===== src/hw/rtl/gdas_pkg.sv =====
`default_nettype none
// ----------------------------------------------------------------------------
// gdas_pkg: shared types, microcode program and calendar tables
// Control word layout, datapath flags and month-length functions for the
// Gregorian date add/subtract block.
// ----------------------------------------------------------------------------
package gdas_pkg;

	localparam int unsigned IN_TDATA_W  = 48;
	localparam int unsigned OUT_TDATA_W = 32;
	localparam int unsigned UPC_W       = 4;

	localparam int unsigned YEAR_DAYS  = 365;
	localparam int unsigned LEAP_CYCLE = 400;
	localparam int unsigned MONTHS     = 12;

	// year / 400 as (year * QUO_MUL) >> QUO_SHIFT, at most one low
	localparam int unsigned QUO_MUL   = 41943;
	localparam int unsigned QUO_SHIFT = 24;

	typedef logic [UPC_W-1:0] upc_t;

	typedef enum logic [3:0] {
		OP_NONE,
		OP_LOAD,
		OP_QUO,
		OP_REM,
		OP_CLAMP,
		OP_DOY,
		OP_PREP,
		OP_YSTEP,
		OP_YEND,
		OP_MSTEP,
		OP_DONE,
		OP_FAIL,
		OP_EMIT
	} op_t;

	typedef enum logic [2:0] {
		C_NEVER,
		C_ALWAYS,
		C_NO_INPUT,
		C_ADVANCE,
		C_FITS,
		C_MORE,
		C_OUT_BUSY
	} cond_t;

	typedef struct packed {
		op_t   op;
		cond_t cond;
		upc_t  target;
	} uword_t;

	typedef struct packed {
		logic no_input;
		logic advance;
		logic fits;
		logic more;
		logic out_busy;
	} flags_t;

	localparam upc_t UA_IDLE  = upc_t'(0);
	localparam upc_t UA_QUO   = upc_t'(1);
	localparam upc_t UA_REM   = upc_t'(2);
	localparam upc_t UA_CLAMP = upc_t'(3);
	localparam upc_t UA_DOY   = upc_t'(4);
	localparam upc_t UA_PREP  = upc_t'(5);
	localparam upc_t UA_YEAR  = upc_t'(6);
	localparam upc_t UA_YCHK  = upc_t'(7);
	localparam upc_t UA_FAIL  = upc_t'(8);
	localparam upc_t UA_YEND  = upc_t'(9);
	localparam upc_t UA_MONTH = upc_t'(10);
	localparam upc_t UA_DONE  = upc_t'(11);
	localparam upc_t UA_EMIT  = upc_t'(12);
	localparam upc_t UA_BACK  = upc_t'(13);

	// microcode: a taken condition jumps to target, otherwise fall through
	function automatic uword_t urom(upc_t a);
		uword_t w;
		case (a)
			UA_IDLE:  w = '{OP_LOAD,  C_NO_INPUT, UA_IDLE};
			UA_QUO:   w = '{OP_QUO,   C_NEVER,    UA_IDLE};
			UA_REM:   w = '{OP_REM,   C_NEVER,    UA_IDLE};
			UA_CLAMP: w = '{OP_CLAMP, C_NEVER,    UA_IDLE};
			UA_DOY:   w = '{OP_DOY,   C_NEVER,    UA_IDLE};
			UA_PREP:  w = '{OP_PREP,  C_NEVER,    UA_IDLE};
			UA_YEAR:  w = '{OP_YSTEP, C_ADVANCE,  UA_YEAR};
			UA_YCHK:  w = '{OP_NONE,  C_FITS,     UA_YEND};
			UA_FAIL:  w = '{OP_FAIL,  C_ALWAYS,   UA_EMIT};
			UA_YEND:  w = '{OP_YEND,  C_NEVER,    UA_IDLE};
			UA_MONTH: w = '{OP_MSTEP, C_MORE,     UA_MONTH};
			UA_DONE:  w = '{OP_DONE,  C_NEVER,    UA_IDLE};
			UA_EMIT:  w = '{OP_EMIT,  C_OUT_BUSY, UA_EMIT};
			UA_BACK:  w = '{OP_NONE,  C_ALWAYS,   UA_IDLE};
			default:  w = '{OP_NONE,  C_ALWAYS,   UA_IDLE};
		endcase
		return w;
	endfunction

	// leap from year mod 4 and year mod 400
	function automatic logic is_leap(logic [1:0] ylo, logic [8:0] r400);
		return (ylo == 2'd0) && (r400 != 9'd100) && (r400 != 9'd200) && (r400 != 9'd300);
	endfunction

	function automatic logic [4:0] month_days(logic [3:0] m, logic leap);
		logic [4:0] n;
		case (m)
			4'd2:    n = leap ? 5'd29 : 5'd28;
			4'd4:    n = 5'd30;
			4'd6:    n = 5'd30;
			4'd9:    n = 5'd30;
			4'd11:   n = 5'd30;
			default: n = 5'd31;
		endcase
		return n;
	endfunction

	function automatic logic [8:0] days_before_month(logic [3:0] m, logic leap);
		logic [8:0] n;
		case (m)
			4'd2:    n = 9'd31;
			4'd3:    n = 9'd59;
			4'd4:    n = 9'd90;
			4'd5:    n = 9'd120;
			4'd6:    n = 9'd151;
			4'd7:    n = 9'd181;
			4'd8:    n = 9'd212;
			4'd9:    n = 9'd243;
			4'd10:   n = 9'd273;
			4'd11:   n = 9'd304;
			4'd12:   n = 9'd334;
			default: n = 9'd0;
		endcase
		return n + {8'd0, leap && (m > 4'd2)};
	endfunction

endpackage
`default_nettype wire


===== src/hw/rtl/gregorian_date_add_sub_days.sv =====
`default_nettype none
// ----------------------------------------------------------------------------
// gregorian_date_add_sub_days: shift a Gregorian date by a day count
// Microcoded datapath that walks years, then months, forward or backward.
// ----------------------------------------------------------------------------
//  channel  | dir | tdata (low bit up)                     | tuser
//  s_axis   | in  | day, month, year, day_count, pad       | mode (1 = subtract)
//  m_axis   | out | out_day, out_month, out_year, pad      | out_of_range
//
//  an item crosses Y years (up to about 180), then steps M months (up to 11);
//  the year loop runs one year per cycle
//  the result sits in an output register, so the next item is taken while it waits
//  a stalled output holds the program at its emit step only
//  reset clears the step counter and the output valid flag
// ----------------------------------------------------------------------------
module gregorian_date_add_sub_days (
	input  wire                                  clk,
	input  wire                                  arst_n,
	input  wire                                  s_axis_tvalid,
	output logic                                 s_axis_tready,
	// day[4:0], month[8:5], year[24:9], day_count[40:25], zero[47:41]
	input  wire  [gdas_pkg::IN_TDATA_W-1:0]      s_axis_tdata,
	// mode[0]
	input  wire                                  s_axis_tuser,
	output logic                                 m_axis_tvalid,
	input  wire                                  m_axis_tready,
	// out_day[4:0], out_month[8:5], out_year[24:9], zero[31:25]
	output logic [gdas_pkg::OUT_TDATA_W-1:0]     m_axis_tdata,
	// out_of_range[0]
	output logic                                 m_axis_tuser
);
	import gdas_pkg::*;

	uword_t ctl;
	flags_t flags;
	logic   idle;

	logic        mode_q;
	logic [4:0]  day_raw_q;
	logic [3:0]  month_raw_q;
	logic [15:0] year_raw_q;
	logic [15:0] cnt_q;
	logic [15:0] year_q;
	logic [7:0]  quo_q;
	logic [8:0]  r400_q;
	logic [3:0]  month_q;
	logic [4:0]  day_q;
	logic [8:0]  doy_q;
	logic [16:0] acc_q;

	logic [4:0]  res_day_q;
	logic [3:0]  res_month_q;
	logic [15:0] res_year_q;
	logic        res_oor_q;

	logic [4:0]  out_day_q;
	logic [3:0]  out_month_q;
	logic [15:0] out_year_q;
	logic        out_oor_q;
	logic        out_valid_q;

	logic        leap;
	logic [8:0]  ylen;
	logic        fits;
	logic        at_limit;
	logic [4:0]  dim;
	logic        more;
	logic        out_busy;
	logic [31:0] prod;
	logic [9:0]  rem_raw;
	logic [8:0]  rem_fix;
	logic [3:0]  month_c;
	logic [4:0]  lim;
	logic [4:0]  day_c;

	gdas_seq u_seq (
		.clk    (clk),
		.arst_n (arst_n),
		.flags  (flags),
		.ctl    (ctl),
		.idle   (idle)
	);

	assign s_axis_tready = idle;

	assign leap     = is_leap(year_q[1:0], r400_q);
	assign ylen     = 9'(YEAR_DAYS) + {8'd0, leap};
	assign fits     = acc_q < {8'd0, ylen};
	assign at_limit = mode_q ? (year_q == 16'd0) : (year_q == 16'hFFFF);
	assign dim      = month_days(month_q, leap);
	assign more     = (month_q < 4'(MONTHS)) && (acc_q >= {12'd0, dim});
	assign out_busy = out_valid_q && !m_axis_tready;

	assign flags.no_input = !s_axis_tvalid;
	assign flags.advance  = !fits && !at_limit;
	assign flags.fits     = fits;
	assign flags.more     = more;
	assign flags.out_busy = out_busy;

	// year mod 400 through a reciprocal multiply and one correction
	assign prod    = 32'(year_q) * 32'(QUO_MUL);
	assign rem_raw = 10'(17'(year_q) - 17'(quo_q) * 17'(LEAP_CYCLE));
	assign rem_fix = (rem_raw >= 10'(LEAP_CYCLE)) ? 9'(rem_raw - 10'(LEAP_CYCLE))
	                                              : 9'(rem_raw);

	assign month_c = (month_raw_q == 4'd0) ? 4'd1 :
	                 (month_raw_q > 4'(MONTHS)) ? 4'(MONTHS) : month_raw_q;
	assign lim     = month_days(month_c, leap);
	assign day_c   = (day_raw_q == 5'd0) ? 5'd1 :
	                 (day_raw_q > lim) ? lim : day_raw_q;

	always_ff @(posedge clk) begin
		case (ctl.op)
			OP_LOAD: begin
				mode_q      <= s_axis_tuser;
				day_raw_q   <= s_axis_tdata[4:0];
				month_raw_q <= s_axis_tdata[8:5];
				year_raw_q  <= s_axis_tdata[24:9];
				cnt_q       <= s_axis_tdata[40:25];
				year_q      <= s_axis_tdata[24:9];
			end
			OP_QUO: begin
				quo_q <= 8'(prod >> QUO_SHIFT);
			end
			OP_REM: begin
				r400_q <= rem_fix;
			end
			OP_CLAMP: begin
				month_q <= month_c;
				day_q   <= day_c;
			end
			OP_DOY: begin
				doy_q <= days_before_month(month_q, leap) + 9'(day_q) - 9'd1;
			end
			OP_PREP: begin
				// subtract counts back from the last day of the year
				if (mode_q) begin
					acc_q <= 17'(ylen - 9'd1 - doy_q) + 17'(cnt_q);
				end else begin
					acc_q <= 17'(doy_q) + 17'(cnt_q);
				end
			end
			OP_YSTEP: begin
				if (!fits && !at_limit) begin
					acc_q <= acc_q - 17'(ylen);
					if (mode_q) begin
						year_q <= year_q - 16'd1;
						r400_q <= (r400_q == 9'd0) ? 9'(LEAP_CYCLE - 1) : r400_q - 9'd1;
					end else begin
						year_q <= year_q + 16'd1;
						r400_q <= (r400_q == 9'(LEAP_CYCLE - 1)) ? 9'd0 : r400_q + 9'd1;
					end
				end
			end
			OP_YEND: begin
				if (mode_q) begin
					acc_q <= 17'(ylen - 9'd1) - acc_q;
				end
				month_q <= 4'd1;
			end
			OP_MSTEP: begin
				if (more) begin
					acc_q   <= acc_q - 17'(dim);
					month_q <= month_q + 4'd1;
				end
			end
			OP_DONE: begin
				res_day_q   <= 5'(acc_q + 17'd1);
				res_month_q <= month_q;
				res_year_q  <= year_q;
				res_oor_q   <= 1'b0;
			end
			OP_FAIL: begin
				res_day_q   <= day_raw_q;
				res_month_q <= month_raw_q;
				res_year_q  <= year_raw_q;
				res_oor_q   <= 1'b1;
			end
			OP_EMIT: begin
				if (!out_busy) begin
					out_day_q   <= res_day_q;
					out_month_q <= res_month_q;
					out_year_q  <= res_year_q;
					out_oor_q   <= res_oor_q;
				end
			end
			default: begin
			end
		endcase
	end

	always_ff @(posedge clk or negedge arst_n) begin
		if (!arst_n) begin
			out_valid_q <= 1'b0;
		end else if (ctl.op == OP_EMIT && !out_busy) begin
			out_valid_q <= 1'b1;
		end else if (m_axis_tready) begin
			out_valid_q <= 1'b0;
		end
	end

	assign m_axis_tvalid = out_valid_q;
	assign m_axis_tdata  = {7'd0, out_year_q, out_month_q, out_day_q};
	assign m_axis_tuser  = out_oor_q;

	// one transaction in flight: no second accept until the program returns
	a_single_item: assert property (@(posedge clk) disable iff (!arst_n)
		s_axis_tvalid && s_axis_tready |=> !s_axis_tready)
		else $error("input accepted while an item is in progress");

	a_r400_range: assert property (@(posedge clk) disable iff (!arst_n)
		ctl.op == OP_YSTEP |-> r400_q < 9'(LEAP_CYCLE))
		else $error("year mod 400 tracker out of range");

	a_month_walk: assert property (@(posedge clk) disable iff (!arst_n)
		ctl.op == OP_MSTEP |-> acc_q < 17'(ylen))
		else $error("month walk started beyond the year length");

	a_result_date: assert property (@(posedge clk) disable iff (!arst_n)
		out_valid_q && !out_oor_q |->
			out_month_q >= 4'd1 && out_month_q <= 4'(MONTHS) && out_day_q != 5'd0)
		else $error("in-range result with an invalid date");

endmodule
`default_nettype wire


===== src/hw/rtl/gdas_seq.sv =====
`default_nettype none
// ----------------------------------------------------------------------------
// gdas_seq: microcode sequencer
// Step counter over the control program, with conditional jumps taken on
// datapath flags.
// ----------------------------------------------------------------------------
module gdas_seq (
	input  wire              clk,
	input  wire              arst_n,
	input  gdas_pkg::flags_t flags,
	output gdas_pkg::uword_t ctl,
	output logic             idle
);
	import gdas_pkg::*;

	upc_t   pc_q;
	uword_t word;
	logic   take;

	assign word = urom(pc_q);
	assign ctl  = word;
	assign idle = (pc_q == UA_IDLE);

	always_comb begin
		case (word.cond)
			C_NEVER:    take = 1'b0;
			C_ALWAYS:   take = 1'b1;
			C_NO_INPUT: take = flags.no_input;
			C_ADVANCE:  take = flags.advance;
			C_FITS:     take = flags.fits;
			C_MORE:     take = flags.more;
			C_OUT_BUSY: take = flags.out_busy;
			default:    take = 1'b1;
		endcase
	end

	always_ff @(posedge clk or negedge arst_n) begin
		if (!arst_n) begin
			pc_q <= UA_IDLE;
		end else if (take) begin
			pc_q <= word.target;
		end else begin
			pc_q <= pc_q + upc_t'(1);
		end
	end

endmodule
`default_nettype wire

===== config.mk =====
export PLATFORM = sky130hd
export DESIGN_NAME = gregorian_date_add_sub_days
export DESIGN_NICKNAME = d
export VERILOG_FILES = /design/src/hw/rtl/gdas_pkg.sv /design/src/hw/rtl/gregorian_date_add_sub_days.sv /design/src/hw/rtl/gdas_seq.sv
export SDC_FILE = /design/constraint.sdc
export NUM_CORES = 1
export LEC_CHECK = 0
export BUFFER_PORTS_ARGS = -buffer_cell sky130_fd_sc_hd__buf_2
export CAP_MARGIN = 40
export CORE_MARGIN = 10
export CORE_UTILIZATION = 50
export DETAILED_ROUTE_END_ITERATION = 10
export GPL_ROUTABILITY_DRIVEN = 0
export HOLD_SLACK_MARGIN = 0.1
export PLACE_DENSITY = 0.64
export SLEW_MARGIN = 15
export SYNTH_ARGS = -nofsm -noshare
export SYNTH_HDL_FRONTEND = slang
export SYNTH_SLANG_ARGS = --single-unit

===== constraint.sdc =====
create_clock -name clk -period 6.1 [get_ports clk]
set_input_delay 0.305 -clock clk [delete_from_list [all_inputs] [get_ports clk]]
set_output_delay 0.305 -clock clk [all_outputs]
set_load 0.1 [all_outputs]

# --- Word level (Yosys, flattened, before mapping) ---
# Memories as Yosys holds them, arrays and structs flattened. A register that Yosys moved wholly into a read port is not among the register bits.
# Index checks and enable logic that the tools add are counted.
totals:
  mem_bits_ro: 320
  out_inout_bits: 35
  input_bits: 53
  n_memories: 2
  ff_bits: 167
  word_cells: 155
memory_table:
  columns: ["name", "words", "width", "rd", "rd_clocked_by_memory_dff", "wr", "line_no", "text"]
  rows:
  - ["(name not given)", 16, 11, 1, 0, 0, "gdas_pkg.sv:81", "case (a)"]
  - ["(name not given)", 16, 9, 1, 1, 0, "gdas_pkg.sv:121", "case (m)"]
classes:
  eq_ne: 35
  n_mux: 33
  multipliers: 2
  magnitude_cmp: 7
  reduce_logical: 33
  n_bitwise: 1
  addsub: 20
ops:
  columns: ["cell", "n"]
  rows:
  - ["$mux 17", 4]
  - ["$pmux 17 s4", 1]
  - ["$pmux 16 s2", 2]
  - ["$mux 9", 6]
  - ["$eq 4x4->1 const B", 9]
  - ["$sub 17x9->17", 2]
  - ["$eq 4x3->1 const B", 8]
  - ["$mul 16x16->32 const B", 1]
  - ["$mux 16", 2]
  - ["$mux 4", 5]
  - ["$pmux 9 s2", 1]
  - ["$sub 9x1->9 const B", 2]
  - ["$add 17x16->17", 1]
  - ["$add 9x16->17", 1]
  - ["$ge 17x5->1", 1]
  - ["$lt 17x9->1", 1]
  - ["$sub 17x17->17", 1]
  - ["$sub 17x5->17", 1]
  - ["$add 16x1->16 const B", 1]
  - ["$eq 16x16->1 const B", 1]
  - ["$eq 4x2->1 const B", 4]
  - ["$logic_not 16->1", 1]
  - ["$sub 16x1->16 const B", 1]
  - ["$pmux 4 s3", 1]
  - ["45 further kinds", 73]

# --- Depth between registers and ports, before layout ---
depth:
  word_depth: 11
  depth_mapped: 22
  ltp_nobuf: 22

# --- Cells and area by module ---
# Synthesis repeated with hierarchy kept, for this count alone.
hier_totals:
  cells_unflattened: 1719
  area_unflattened_um2: 16817.4
modules_own_cells:
  columns: ["module", "instances", "cells_each", "seq_area_each_um2", "area_each_um2"]
  rows:
  - ["gregorian_date_add_sub_days", 1, 1651, 5009.8, 16244.3]
  - ["gdas_seq", 1, 68, 100.1, 573.0]

# --- Worst setup path before layout ---
# OpenSTA, ideal clock, no wires.
synth_timing:
  path_type: "register -> register"
  start: "register year_q[8]"
  end: "register quo_q[5], data pin"
  setup_ns: 0.260
  setup_slack_ns: 0.511
  path_stages_with_launch: 21
  t_arrival_ns: 5.329
  cell_sequence: "edfxtp_1 ha_1 inv_1 fa_1 inv_1 fa_1 inv_1 fa_1 inv_1 fa_1 inv_1 fa_1 inv_1 ha_1 o21ai_0 a211o_1 o32a_1 o21ai_0 nor4_1 nor3_1 xnor2_1"
synth_between:
  elab_chain_cells: 1
synth_lines:
  columns: ["element", "line_no", "text"]
  rows:
  - ["start, declared", "gregorian_date_add_sub_days.sv:43", "logic [15:0] year_q;"]
  - ["start signal, assigned", "gregorian_date_add_sub_days.sv:120", "year_q <= s_axis_tdata[24:9];"]
  - ["start signal, assigned", "gregorian_date_add_sub_days.sv:147", "year_q <= year_q - 16'd1;"]
  - ["start signal, assigned", "gregorian_date_add_sub_days.sv:150", "year_q <= year_q + 16'd1;"]
  - ["$mul 16x16->32", "gregorian_date_add_sub_days.sv:101", "assign prod = 32'(year_q) * 32'(QUO_MUL);"]
  - ["net prod[29]", "gregorian_date_add_sub_days.sv:69", "logic [31:0] prod;"]
  - ["end signal, assigned", "gregorian_date_add_sub_days.sv:123", "quo_q <= 8'(prod >> QUO_SHIFT);"]
  - ["end, declared", "gregorian_date_add_sub_days.sv:44", "logic [7:0] quo_q;"]
# The timed path passes the listed nets, and every way through them passes these cells.
# A chain may end at the register's enable or synchronous reset.

# --- Worst setup path in the final report ---
layout_timing:
  start: "register year_q[11]"
  end: "register quo_q[5], data pin"
# Same word-level chain as after synthesis.

==> metrics.md <==
| Metric | Value |
|---|---|
| CP arrival | `6.04 ns` |
| Tightest Pin Transition | `0.771 ns` |
| Final Setup Violations | `0` |
| Share of synthesized registers carrying an async set or reset | `2.87%` |
| PnR worst setup slack | `0.243 ns` |
| Post-synthesis simple-gate area fraction | `10.7%` |
| Rows | `66` |
| HP Class | `input pin to register` |
| Grt ovf | `0` |
| Layout cells sized above 1 | `9.73%` |
| Min Tclk post-route | `5.86 ns` |
| Main combinational cell family by area after synthesis | `adder cells` |
| Via count | `12608` |
| RSZ-0062 raised after global routing | `false` |
| HP Start | `s_axis_tdata[24]` |
| Net count, final | `2250` |
| Max_cap viols | `0` |
| Fillers | `2808` |
| XOR/XNOR share of the synthesized area | `3.92%` |
| WL/cell | `17.2 um` |
| Hold path endpoint | `year_raw_q[15]` |
| WL final | `39.5 mm` |
| Gate Count Post-Synth | `1717` |
| Reg-to-reg critical path startpoint | `year_q[11]` |
| Avg Vias per Cell | `5.50` |
| Sequential area share after synthesis | `30.5%` |
| Syn Area/Cell | `9.75 um^2` |
| Area Overhead vs Synth | `12.2%` |
| Relative slew margins | `48.4%` |
| Largest buffer count on any clock path | `2` |
| Clk sinks | `174` |
| Placeable Area | `32800 um^2` |
| Crit end category | `register` |
| Port Buffers | `73` |
| CTS tree | `done` |
| WS Path Type | `register to register` |
| Combined area of the multi-input logic cells | `10300 um^2` |
| CTS root buffer | `clkbuf_16` |
| Htree depth | `4` |
| First-pass GRT wire length | `65.0 mm` |
| Startpoint types | `register` |
| Reg-to-reg endpoint | `quo_q[5]` |
| 1st-iter DRT viols | `886` |
| Finished Layout Cells | `2292` |
| Worst Hold Path Cells | `1` |
| Fin crit share | `96.0%` |
| Final Hold Vio Count | `0` |
| WHS | `0.124 ns` |
| Placed insts | `2218` |
| Adder-cell area share of the yosys netlist | `31.6%` |
| Largest net degree at the start of global routing | `49` |
| Setup TNS | `0 ns` |
| Seq cells post-synth | `174` |
| N_diodes | `0` |
| Worst-path clk slew | `0.09 ns` |
| Post-synthesis cell type count | `77` |
| Die ar. | `41200 um^2` |
| I/O pin cnt | `88` |
| Die width | `203 um` |
| Remaining DRCs | `0` |
| Syn. warnings | `0` |
| Worst skew pair latency | `0.45 ns` |
| Post-DP HPWL | `31.4 mm` |
| Initial antenna violation count | `0` |
| Post-place setup slack | `0.165 ns` |
| Register area | `5110 um^2` |
| Final ANT Viol Nets | `0` |
| FMAX | `171 MHz` |
| Gr usage total | `19.5%` |
| Cell area after synthesis | `16700 um^2` |
| Prevailing post-synth register cell | `edfxtp_1` |
| WP data required | `6.29 ns` |
| Register-to-register setup slack | `0.24 ns` |
| CTS buffer count | `17` |
| Worst-case reg-to-reg path depth | `19` |
| Initial core utilization | `51.1%` |
| Worst Path Max Fanout | `6` |
| Outcome | `finished, final reports clean` |
| Synth Area in Compound Gates | `13.5%` |
| Vias in the first global route | `12455` |
| Mux share of post-synthesis cell area | `1.25%` |
| Die H | `203 um` |
| Number of synthesized flops with an enable pin | `160` |
| Final Max Tran Viols | `0` |
| Post-Route Skew | `0.0241 ns` |
| Drt first pass iters | `7` |
[metal layers]
layer  routed length, um  GRT usage, %
met5                   0             0
met4                 378          3.92
met3                2610          3.66
met2               17200          29.5
met1               19300          28.5
[worst max-delay path, stage by stage (launching register included)]
cell	delay [ns]
edfxtp_1	0.55
ha_1	0.38
inv_1	0.06
fa_1	0.50
inv_1	0.05
fa_1	0.52
fa_1	0.44
fa_1	0.54
inv_1	0.05
fa_1	0.53
inv_1	0.04
ha_1	0.31
a21o_1	0.16
a21o_1	0.17
a221oi_1	0.27
o32a_1	0.31
o21ai_1	0.18
nor4_1	0.27
nor3_1	0.12
xnor2_1	0.13
[synthesized netlist by cell type, drive strengths merged (4+ instances only)]
master,count,area [um^2]
o21a,9,67.6
or3,14,97.6
nand2,114,428
a21o,13,97.6
o21bai,12,90.1
a211o,5,43.8
nand3,29,145
o21ai,112,561
nand2b,16,100
nor4,10,62.6
dfxtp,9,180
nor3b,4,30.0
nor2b,13,81.3
o32ai,4,35.0
and2,6,37.5
xnor2,57,499
nor3,44,225
dfrtp,5,125
a221o,4,40.0
a221oi,8,70.1
o211ai,14,105
a31o,4,35.0
mux2i,8,92.6
edfxtp,160,4800
mux2,10,116
a31oi,10,62.6
o221ai,10,87.6
xor2,18,158
nor2,80,300
nand4,11,68.8
inv,303,1140
and3,11,68.8
fa,105,2100
o22ai,14,87.6
a21oi,75,375
a22oi,4,30.0
o31ai,9,67.6
or2,6,40.0
ha,255,3190
clkbuf,44,165
a211oi,17,133
buf,19,125
[cells in the final DEF, fill, tap and decap left out, types with 16 or more instances in the layout]
cell type | synthesis | layout
a211oi_1 | 16 | 16
a21oi_1 | 75 | 74
buf_2 | 4 | 73
buf_4 | 9 | 42
clkbuf_16 | 0 | 17
dlygate4sd3_1 | 0 | 42
edfxtp_1 | 160 | 160
fa_1 | 105 | 105
ha_1 | 255 | 255
inv_1 | 303 | 303
nand2_1 | 114 | 114
nand2b_1 | 16 | 16
nand3_1 | 29 | 29
nor2_1 | 80 | 78
nor3_1 | 43 | 42
o21ai_0 | 109 | 108
xnor2_1 | 57 | 57
xor2_1 | 18 | 18
[registers in the layout, summed over array words and instances, names as in the netlist, named ones only]
signal,count
out_year_q,16
out_month_q,4
res_oor_q,1
year_q,16
day_raw_q,5
m_axis_tuser,1
r400_q,9
quo_q,6
res_day_q,5
out_day_q,5
acc_q,17
month_q,4
res_year_q,16
m_axis_tvalid,1
cnt_q,16
day_q,5
doy_q,9
month_raw_q,4
year_raw_q,16
res_month_q,4
mode_q,1
u_seq.pc_q,4
[worst max-delay path by stage]
stage               startpoint        to  slack, ns  depth (start not counted)
finish              year_q[11]  quo_q[5]       0.24                         19
global route        year_q[11]  quo_q[5]       0.02                         21
CTS                 year_q[11]  quo_q[5]       0.13                         18
detailed placement  year_q[11]  quo_q[5]       0.17                         18
global placement    year_q[11]  quo_q[5]       0.32                         18
floorplan            year_q[8]  quo_q[5]       0.51                         20
[through the flow]
stage	util [%]	cell area (um^2)
6_report	57.3	18800
5_1_grt	57.3	18800
4_1_cts	57.3	18800
3_5_place_dp	54.2	17800
3_3_place_gp	54.1	17700
2_1_floorplan	-	16800
[what timing repair did]
action	CTS	global route
buffers inserted	0	0
gates resized for setup	0	1
hold buffers	42	0
setup endpoints to repair	0	2
hold endpoints to repair	46	0
[final cells by class]
class,instances,share of cell area [%]
clock buffers,18,2.28
well taps,442,2.94
repair buffers,158,5.92
inverters,303,6.06
clock inverters,14,0.939
flip-flops and latches,174,27.2
multi-input cells,1183,54.6
[cells by family after synthesis]
family / after synthesis
multiplexers: 18
AO/OA/AOI/OAI: 353
flip-flops: 174
XOR/XNOR: 75
buffers and inverters: 366
AND/OR/NAND/NOR: 370
other: 1
adder cells (fa/ha/maj): 360
Power is left out: the tool's default activity adds up to more than one toggle a clock period on the data nets, which glitch-free logic cannot reach.
